**src/rtl/hns_pkg.sv**
```systemverilog
// Shared types, codes and constants for the histogram normalize/smooth unit.
// No dependencies.
package hns_pkg;

  localparam int MAX_BINS_DEF  = 512;
  localparam int RAW_WIDTH_DEF = 24;

  localparam int CFG_W      = 10;
  localparam int NUM_BINS_W = 10;
  localparam int LEVEL_W    = 8;
  localparam int QUO_W      = 2 * LEVEL_W;
  localparam int OUT_W      = 16;
  localparam int IDX_W      = 9;
  localparam int IN_RAW_W   = 24;
  localparam int ACC_W      = OUT_W + 2;

  localparam logic [NUM_BINS_W-1:0] NUM_BINS_RST   = 10'd360;
  localparam logic [LEVEL_W-1:0]    OUT_AT_MAX_RST = 8'd0;
  localparam logic [LEVEL_W-1:0]    OUT_AT_MIN_RST = 8'd255;

  // Configuration register indexes
  localparam logic [1:0] REG_NUM_BINS   = 2'd0;
  localparam logic [1:0] REG_OUT_AT_MAX = 2'd1;
  localparam logic [1:0] REG_OUT_AT_MIN = 2'd2;

  typedef enum logic [1:0] {
    OP_LOAD    = 2'd0,
    OP_COMPUTE = 2'd1,
    OP_READ    = 2'd2,
    OP_NOP     = 2'd3
  } op_e;

  typedef enum logic [1:0] {
    STS_OK        = 2'd0,
    STS_UNIFORM   = 2'd1,
    STS_RANGE     = 2'd2,
    STS_NOT_READY = 2'd3
  } status_e;

  typedef enum logic [1:0] {
    ADDR_SWEEP,
    ADDR_LEFT,
    ADDR_CENTER,
    ADDR_RIGHT
  } addr_sel_e;

  typedef enum logic [1:0] {
    ACC_HOLD,
    ACC_LOAD,
    ACC_ADD2
  } acc_op_e;

  typedef enum logic [3:0] {
    ST_IDLE,
    ST_NRM_RD,
    ST_NRM_MUL,
    ST_NRM_DINIT,
    ST_NRM_DIV,
    ST_NRM_WR,
    ST_RD_L,
    ST_RD_C,
    ST_RD_R,
    ST_RD_SUM
  } state_e;

  // Controller to datapath
  typedef struct packed {
    logic      load;
    logic      sweep_init;
    logic      rd_en;
    addr_sel_e addr_sel;
    logic      mul_en;
    logic      div_start;
    logic      nrm_wr;
    logic      finish;
    acc_op_e   acc_op;
    logic      idx_latch;
    logic      out_en;
    logic      out_sum;
    status_e   out_status;
  } cmd_t;

  // Datapath to controller
  typedef struct packed {
    logic normalized;
    logic uniform;
    logic load_full;
    logic idx_ok;
    logic sweep_last;
    logic div_last;
  } sts_t;

endpackage

```
**src/rtl/hns_ctrl.sv**
```systemverilog
// Controller state machine: sequences loads, the normalize sweep and reads.
// Depends on hns_pkg.
module hns_ctrl (
  input  logic          clk_i,
  input  logic          rst_ni,
  input  logic          start,
  input  logic [1:0]    operation_i,
  input  hns_pkg::sts_t sts_i,
  output hns_pkg::cmd_t cmd_o,
  output logic          busy
);

  hns_pkg::state_e state_q, state_d;
  hns_pkg::op_e    op;
  logic            accept;

  assign op     = hns_pkg::op_e'(operation_i);
  assign busy   = state_q != hns_pkg::ST_IDLE;
  assign accept = start && !busy;

  // State register
  always_ff @(posedge clk_i or negedge rst_ni) begin
    if (!rst_ni) state_q <= hns_pkg::ST_IDLE;
    else         state_q <= state_d;
  end

  // Next state
  always_comb begin
    state_d = state_q;
    unique case (state_q)
      hns_pkg::ST_IDLE: begin
        if (accept && op == hns_pkg::OP_COMPUTE && !sts_i.normalized && sts_i.load_full) begin
          state_d = sts_i.uniform ? hns_pkg::ST_NRM_WR : hns_pkg::ST_NRM_RD;
        end else if (accept && op == hns_pkg::OP_READ && sts_i.normalized && sts_i.idx_ok) begin
          state_d = hns_pkg::ST_RD_L;
        end
      end
      hns_pkg::ST_NRM_RD:    state_d = hns_pkg::ST_NRM_MUL;
      hns_pkg::ST_NRM_MUL:   state_d = hns_pkg::ST_NRM_DINIT;
      hns_pkg::ST_NRM_DINIT: state_d = hns_pkg::ST_NRM_DIV;
      hns_pkg::ST_NRM_DIV:   if (sts_i.div_last) state_d = hns_pkg::ST_NRM_WR;
      hns_pkg::ST_NRM_WR: begin
        if (sts_i.sweep_last) state_d = hns_pkg::ST_IDLE;
        else if (sts_i.uniform) state_d = hns_pkg::ST_NRM_WR;
        else state_d = hns_pkg::ST_NRM_RD;
      end
      hns_pkg::ST_RD_L:   state_d = hns_pkg::ST_RD_C;
      hns_pkg::ST_RD_C:   state_d = hns_pkg::ST_RD_R;
      hns_pkg::ST_RD_R:   state_d = hns_pkg::ST_RD_SUM;
      hns_pkg::ST_RD_SUM: state_d = hns_pkg::ST_IDLE;
      default:            state_d = hns_pkg::ST_IDLE;
    endcase
  end

  // Commands
  always_comb begin
    cmd_o = '0;
    unique case (state_q)
      hns_pkg::ST_IDLE: begin
        if (accept) begin
          unique case (op)
            hns_pkg::OP_LOAD: cmd_o.load = 1'b1;
            hns_pkg::OP_COMPUTE: begin
              if (sts_i.normalized) begin
                cmd_o.out_en     = 1'b1;
                cmd_o.out_status = sts_i.uniform ? hns_pkg::STS_UNIFORM : hns_pkg::STS_OK;
              end else if (!sts_i.load_full) begin
                cmd_o.out_en     = 1'b1;
                cmd_o.out_status = hns_pkg::STS_NOT_READY;
              end else begin
                cmd_o.sweep_init = 1'b1;
              end
            end
            hns_pkg::OP_READ: begin
              if (!sts_i.normalized) begin
                cmd_o.out_en     = 1'b1;
                cmd_o.out_status = hns_pkg::STS_NOT_READY;
              end else if (!sts_i.idx_ok) begin
                cmd_o.out_en     = 1'b1;
                cmd_o.out_status = hns_pkg::STS_RANGE;
              end else begin
                cmd_o.idx_latch = 1'b1;
              end
            end
            default: ;
          endcase
        end
      end
      hns_pkg::ST_NRM_RD: begin
        cmd_o.rd_en    = 1'b1;
        cmd_o.addr_sel = hns_pkg::ADDR_SWEEP;
      end
      hns_pkg::ST_NRM_MUL:   cmd_o.mul_en = 1'b1;
      hns_pkg::ST_NRM_DINIT: cmd_o.div_start = 1'b1;
      hns_pkg::ST_NRM_DIV:   ;
      hns_pkg::ST_NRM_WR: begin
        cmd_o.nrm_wr = 1'b1;
        if (sts_i.sweep_last) begin
          cmd_o.finish     = 1'b1;
          cmd_o.out_en     = 1'b1;
          cmd_o.out_status = sts_i.uniform ? hns_pkg::STS_UNIFORM : hns_pkg::STS_OK;
        end
      end
      hns_pkg::ST_RD_L: begin
        cmd_o.rd_en    = 1'b1;
        cmd_o.addr_sel = hns_pkg::ADDR_LEFT;
      end
      hns_pkg::ST_RD_C: begin
        cmd_o.rd_en    = 1'b1;
        cmd_o.addr_sel = hns_pkg::ADDR_CENTER;
        cmd_o.acc_op   = hns_pkg::ACC_LOAD;
      end
      hns_pkg::ST_RD_R: begin
        cmd_o.rd_en    = 1'b1;
        cmd_o.addr_sel = hns_pkg::ADDR_RIGHT;
        cmd_o.acc_op   = hns_pkg::ACC_ADD2;
      end
      hns_pkg::ST_RD_SUM: begin
        cmd_o.out_en     = 1'b1;
        cmd_o.out_sum    = 1'b1;
        cmd_o.out_status = hns_pkg::STS_OK;
      end
      default: ;
    endcase
  end

endmodule

```
**config.mk**
```make
export PLATFORM = sky130hd
export DESIGN_NAME = hns_ctrl
export DESIGN_NICKNAME = d
export VERILOG_FILES = /design/src/rtl/hns_pkg.sv /design/src/rtl/hns_ctrl.sv
export SDC_FILE = /design/constraint.sdc
export NUM_CORES = 1
export LEC_CHECK = 0
export ABC_AREA = 1
export BUFFER_PORTS_ARGS = -buffer_cell sky130_fd_sc_hd__buf_2
export CORE_UTILIZATION = 40
export CTS_CLUSTER_DIAMETER = 80
export DETAILED_ROUTE_END_ITERATION = 6
export PLACE_DENSITY = 0.73
export SETUP_SLACK_MARGIN = 0.5
export SLEW_MARGIN = 20
export SYNTH_ARGS = -nofsm -noshare
export SYNTH_HDL_FRONTEND = slang
export SYNTH_SLANG_ARGS = --single-unit
```
**constraint.sdc**
```tcl
create_clock -name clk_i -period 1.4 [get_ports clk_i]
set_input_delay 0.42 -clock clk_i [delete_from_list [all_inputs] [get_ports clk_i]]
set_output_delay 0.42 -clock clk_i [all_outputs]
set_load 0.1 [all_outputs]
```
==> flow_summary.html, run 1 <==
<table>
<tr><th>Metric</th><th>Value</th></tr>
<tr><th colspan="2">Logic synthesis</th></tr>
<tr><td>Synthesis warning total</td><td>0</td></tr>
<tr><td>Leading cell types by count after synthesis</td><td>nand2_1 (25), inv_1 (19), nor2_1 (12), nand3_1 (7), nor2_4 (5)</td></tr>
<tr><td>Average cell area after synthesis</td><td>5.91 sq um</td></tr>
<tr><td>Number of nets in the synthesized netlist</td><td>between 100 and 150</td></tr>
<tr><td>Most used flip-flop cell after synthesis</td><td>dfrtp_1</td></tr>
<tr><td>Number of distinct library cells after synthesis</td><td>19</td></tr>
<tr><td>Number of enable-type register cells in the synthesized netlist</td><td>0</td></tr>
<tr><td>Synthesized area</td><td>579 sq um</td></tr>
<tr><td>Async set-reset flop share out of synthesis</td><td>1.00</td></tr>
<tr><td>Part of the Yosys area used for sequential elements</td><td>0.173</td></tr>
<tr><td>Most frequent cell after synthesis</td><td>nand2_1</td></tr>
<tr><td>Number of instances in the synthesized netlist</td><td>98</td></tr>
<tr><td>Share of Yosys cell area claimed by the top area cell type</td><td>0.173</td></tr>
<tr><td>Cell taking the most area after synthesis</td><td>dfrtp_1</td></tr>
<tr><td>Post-synthesis sequential element count</td><td>4</td></tr>
<tr><td>Biggest area contributors in the synthesized netlist</td><td>dfrtp_1 (17%), nand2_1 (16%), inv_1 (12%)</td></tr>
<tr><th colspan="2">Floorplanning</th></tr>
<tr><td>Cell Rows</td><td>13</td></tr>
<tr><td>Effective utilization at floorplan</td><td>0.440</td></tr>
<tr><td>Die outline width</td><td>~40 um</td></tr>
<tr><td>Io pins</td><td>28</td></tr>
<tr><td>Die height</td><td>about 40 um</td></tr>
<tr><th colspan="2">Placement</th></tr>
<tr><td>Number of buffer cells added on primary ports</td><td>27</td></tr>
<tr><td>Final estimated routing congestion in global placement</td><td>roughly 0.9</td></tr>
<tr><th colspan="2">Status</th></tr>
<tr><td>Run Error</td><td>[ERROR DPL-0038] Utilization greater than 100%, impossible to legalize</td></tr>
<tr><td>Stage at which the flow ended</td><td>3_5_place_dp</td></tr>
<tr><td>Result of the run</td><td>stopped before the end</td></tr>
</table>
## per-stage QoR
| stage | TNS, ns | cell area, sq um |
|---|---|---|
| after global placement | -3.54 | 1350 |
| after floorplan | -8.32 | 712 |
## logic make-up after synthesis
kind of cell,count (synthesis),synth area share
AO/OA/AOI/OAI,6,0.0670
flip-flops,4,0.173
AND/OR/NAND/NOR,61,0.540
adder cells (fa/ha/maj),3,0.0648
buffers and inverters,24,0.155
==> run 2, diff against run 1 <==
--- a/config.mk
+++ b/config.mk
@@ -7,11 +7,10 @@
 export LEC_CHECK = 0
 export ABC_AREA = 1
 export BUFFER_PORTS_ARGS = -buffer_cell sky130_fd_sc_hd__buf_2
-export CORE_UTILIZATION = 40
-export CTS_CLUSTER_DIAMETER = 80
+export CORE_AREA = 2 2 63 65
 export DETAILED_ROUTE_END_ITERATION = 6
-export PLACE_DENSITY = 0.73
-export SETUP_SLACK_MARGIN = 0.5
+export DIE_AREA = 0 0 65 67
+export PLACE_DENSITY_LB_ADDON = 0.15
 export SLEW_MARGIN = 20
 export SYNTH_ARGS = -nofsm -noshare
 export SYNTH_HDL_FRONTEND = slang
==> constraint.sdc (replaced) <==
create_clock -name clk_i -period 1.8 [get_ports clk_i]
set_input_delay 0.54 -clock clk_i [delete_from_list [all_inputs] [get_ports clk_i]]
set_output_delay 0.54 -clock clk_i [all_outputs]
set_load 0.1 [all_outputs]
==> run 2 against run 1 <==
Net effect:
- the flow now finishes, with violations (setup timing)
- synthesized area stayed put
- synthesized cell count unchanged
==> flow_summary.html, run 2 <==
<table>
<tr><th>Metric</th><th>Value</th></tr>
<tr><th colspan="2">Clocking</th></tr>
<tr><td>CTS tree</td><td>done</td></tr>
<tr><td>Max Root-Sink Buffers</td><td>2</td></tr>
<tr><td>CTS H-tree lvls</td><td>1</td></tr>
<tr><td>Sinks on the clock net</td><td>4</td></tr>
<tr><td>Clk_lat worst skew</td><td>0.22 ns</td></tr>
<tr><td>Clock slew at the register clock pins of the worst setup and hold paths</td><td>0.03 ns</td></tr>
<tr><td>Buffer type at the clock tree root</td><td>clkbuf_8</td></tr>
<tr><td>Number of clock buffers inserted by TritonCTS</td><td>3</td></tr>
<tr><th colspan="2">Logic synthesis</th></tr>
<tr><td>Number of distinct library cells after synthesis</td><td>19</td></tr>
<tr><td>Most frequent cell after synthesis</td><td>nand2_1</td></tr>
<tr><td>Synthesis warning total</td><td>0</td></tr>
<tr><td>Share of Yosys cell area claimed by the top area cell type</td><td>0.173</td></tr>
<tr><td>Post-synthesis sequential element count</td><td>4</td></tr>
<tr><td>Biggest area contributors in the synthesized netlist</td><td>dfrtp_1 (17%), nand2_1 (16%), inv_1 (12%)</td></tr>
<tr><td>Number of nets in the synthesized netlist</td><td>~110</td></tr>
<tr><td>Most used flip-flop cell after synthesis</td><td>dfrtp_1</td></tr>
<tr><td>Part of the Yosys area used for sequential elements</td><td>0.173</td></tr>
<tr><td>Cell taking the most area after synthesis</td><td>dfrtp_1</td></tr>
<tr><td>Number of instances in the synthesized netlist</td><td>98</td></tr>
<tr><td>Async set-reset flop share out of synthesis</td><td>1.00</td></tr>
<tr><td>Average cell area after synthesis</td><td>about 5.9 sq um</td></tr>
<tr><td>Synthesized area</td><td>between 500 and 600 sq um</td></tr>
<tr><td>Number of enable-type register cells in the synthesized netlist</td><td>0</td></tr>
<tr><td>Leading cell types by count after synthesis</td><td>nand2_1 (25), inv_1 (19), nor2_1 (12), nand3_1 (7), nor2_4 (5)</td></tr>
<tr><th colspan="2">Route</th></tr>
<tr><td>DRC violation total after the first TritonRoute iteration</td><td>22</td></tr>
<tr><td>Routed WL per cell</td><td>9.73 um</td></tr>
<tr><td>Vias/cell</td><td>~3.8</td></tr>
<tr><td>Total via count after detailed routing</td><td>788</td></tr>
<tr><td>Routed Wire Length</td><td>between 2000 and 2500 um</td></tr>
<tr><td>Post-detailed-route count of antenna-violating nets</td><td>0</td></tr>
<tr><td>DRT Pass-1 Iters</td><td>4</td></tr>
<tr><td>Number of DRC violations after detailed routing</td><td>0</td></tr>
<tr><th colspan="2">Status</th></tr>
<tr><td>Violated checks</td><td>setup timing</td></tr>
<tr><td>Result of the run</td><td>complete, but fails checks</td></tr>
<tr><th colspan="2">Pwr</th></tr>
<tr><td>Cell Pwr Density</td><td>about 1600 nW/um^2</td></tr>
<tr><td>Worst supply voltage drop on vdd</td><td>0.000536 V</td></tr>
<tr><td>Leakage power</td><td>between 0.7 and 0.8 nW</td></tr>
<tr><th colspan="2">Finish</th></tr>
<tr><td>Layout filler cell count</td><td>between 300 and 400</td></tr>
<tr><td>Register with the highest flop count</td><td>state_q</td></tr>
<tr><td>Regs by FF count</td><td>state_q x4</td></tr>
<tr><td>Most common cell after layout, fill and taps aside</td><td>buf_4</td></tr>
<tr><td>Ratio of cells with drive above 1 in the final layout</td><td>0.708</td></tr>
<tr><td>Diodes inserted</td><td>0</td></tr>
<tr><td>Post-layout instance count excluding filler cells</td><td>approximately 210</td></tr>
<tr><td>Final Net Count</td><td>about 180</td></tr>
<tr><td>Highest-count cells in the layout ignoring fill and taps</td><td>buf_4 (25), nand2_1 (17), buf_12 (17), nor2_4 (11), inv_1 (11)</td></tr>
<tr><td>Area growth from synthesis to layout</td><td>169%</td></tr>
<tr><td>Flip-flop count of the largest register after layout</td><td>4</td></tr>
<tr><th colspan="2">Setup path</th></tr>
<tr><td>Setup slack of the worst register-to-register path</td><td>between 0.3 and 0.4 ns</td></tr>
<tr><td>Startpoint-to-endpoint class of the critical path</td><td>reg -&gt; out</td></tr>
<tr><td>Crit path max fanout</td><td>4</td></tr>
<tr><td>Worst Setup End Kind</td><td>output pin</td></tr>
<tr><td>Critical register-to-register path startpoint</td><td>state_q[2]</td></tr>
<tr><td>Capture point of the worst reg-to-reg path</td><td>state_q[1]</td></tr>
<tr><td>Arr. time, crit path</td><td>~1.5 ns</td></tr>
<tr><td>Worst Setup Start Kind</td><td>flop</td></tr>
<tr><td>Worst Reg2Reg Path Length in Cells</td><td>7</td></tr>
<tr><td>Origin of the worst setup path</td><td>state_q[1]</td></tr>
<tr><td>Crit path to</td><td>cmd_o[0]</td></tr>
<tr><td>WP data required</td><td>between 1 and 1.5 ns</td></tr>
<tr><th colspan="2">Job</th></tr>
<tr><td>Max-cap viol count</td><td>0</td></tr>
<tr><th colspan="2">Floorplanning</th></tr>
<tr><td>Effective utilization at floorplan</td><td>0.161</td></tr>
<tr><td>Cell Rows</td><td>22</td></tr>
<tr><td>Die height</td><td>between 60 and 70 um</td></tr>
<tr><td>Core box area</td><td>about 3600 sq um</td></tr>
<tr><td>Total Die Area</td><td>approximately 4400 sq um</td></tr>
<tr><td>Io pins</td><td>28</td></tr>
<tr><td>Die outline width</td><td>approximately 65 um</td></tr>
<tr><th colspan="2">Placement</th></tr>
<tr><td>Number of buffer cells added on primary ports</td><td>27</td></tr>
<tr><td>HPWL after detailed placement</td><td>1690 um</td></tr>
<tr><td>Final estimated routing congestion in global placement</td><td>0.780</td></tr>
<tr><td>Cell count after placement</td><td>between 150 and 200</td></tr>
<tr><th colspan="2">Timing</th></tr>
<tr><td>Fin crit share</td><td>1.13</td></tr>
<tr><td>Setup Total Neg Slack</td><td>-1.91 ns</td></tr>
<tr><td>Crit path time final</td><td>2.04 ns</td></tr>
<tr><td>Number of setup violations in the final report</td><td>15</td></tr>
<tr><td>Worst Setup Slack, final</td><td>-0.243 ns</td></tr>
<tr><td>Worst slew margin relative to its limit</td><td>0.827</td></tr>
<tr><td>Worst-Margin Slew</td><td>about 0.26 ns</td></tr>
<tr><td>Number of hold violations in the final report</td><td>0</td></tr>
<tr><td>Unrepaired setup endpoints after global routing</td><td>true</td></tr>
<tr><td>Upper clock frequency limit</td><td>0.490 GHz</td></tr>
<tr><td>Count of final max-slew check failures</td><td>0</td></tr>
<tr><td>Clock tree skew after final layout</td><td>~0.0034 ns</td></tr>
<tr><th colspan="2">Global route</th></tr>
<tr><td>Vias in the first global route</td><td>slightly above 800</td></tr>
<tr><td>Maximum number of pins on one net before global-route repair</td><td>5</td></tr>
<tr><td>First-pass GRT wire length</td><td>around 3400 um</td></tr>
<tr><td>Initial antenna violation count</td><td>0</td></tr>
<tr><td>Overall routing resource usage</td><td>0.101</td></tr>
<tr><td>GRT Residual Overflow</td><td>0</td></tr>
<tr><th colspan="2">Worst hold path</th></tr>
<tr><td>Path class of the lowest-slack min-delay path</td><td>in -&gt; async</td></tr>
</table>
run 2: area by class of cell:
cell class                 instances  area, sq um  area share
timing repair buffer              59          669       0.430
inverter                          24          134      0.0860
sequential                         4          103      0.0659
multi-input combinational         70          546       0.350
tap                               48         60.1      0.0386
clock buffer                       4         45.0      0.0289
run 2: critical path, cell delays in order (launching register included):
cell and delay [ns]:
dfrtp_1 0.41, inv_2 0.12, nand2_4 0.08, nor2_4 0.15, nand2_4 0.10, inv_12 0.06
nand2_4 0.04, a21oi_4 0.14, buf_12 0.19
run 2: how the worst min path moves through the flow:
stage                       from          to  slack [ns]  depth (start not counted)
final                     rst_ni  state_q[3]        0.12                          1
after detailed placement  rst_ni  state_q[3]        0.35                          1
after global placement    rst_ni  state_q[3]        0.35                          1
after CTS                 rst_ni  state_q[3]        0.12                          1
after floorplan           rst_ni  state_q[0]        0.24                          0
after global routing      rst_ni  state_q[3]        0.12                          1
run 2: layer usage:
| metal | share of wire | wire length [um] | global-route usage | vias up |
|---|---|---|---|---|
| met4 | 0 | 0 | 0.0319 | 0 |
| met3 | 0.015 | 31 | 0.0101 | 0 |
| met2 | 0.57 | 1160 | 0.186 | 12 |
| li1 | - | - | - | 418 |
| met5 | 0 | 0 | 0 | - |
| met1 | 0.41 | 841 | 0.122 | 358 |
run 2: kinds of logic after synthesis:
kind of cell	after synthesis	share of synthesized area
AND/OR/NAND/NOR	61	0.540
AO/OA/AOI/OAI	6	0.0670
buffers and inverters	24	0.155
adder cells (fa/ha/maj)	3	0.0648
flip-flops	4	0.173
run 2: timing repair:
item | in CTS | in global routing
resized for setup | 23 | 2
setup buffers | 5 | 3
endpoints found under the setup margin | 16 | 17
pin swaps | 8 | 8
hold buffers | 0 | 0
endpoints found under the hold margin | 0 | 0
run 2: per-stage QoR:
step / hold WS (ns) / area, sq um / util / setup WS (ns) / power, mW
after detailed placement: 0.346 / 1360 / 0.378 / -0.358 / 2.17
after CTS: 0.116 / 1530 / 0.424 / -0.235 / 2.51
after global routing: 0.119 / 1560 / 0.432 / -0.312 / 2.69
after floorplan: 0.244 / 731 / - / -0.828 / 1.46
after global placement: 0.346 / 1360 / 0.378 / -0.345 / 2.16
final: 0.118 / 1560 / 0.432 / -0.243 / 2.54
run 2: where the power goes:
group | internal, mW | switching [mW]
clock network | 0.151 | 0.0472
registers | 0.135 | 0.0682
logic | 0.837 | 1.31
No activity file was read; power rests on OpenSTA's default activity.
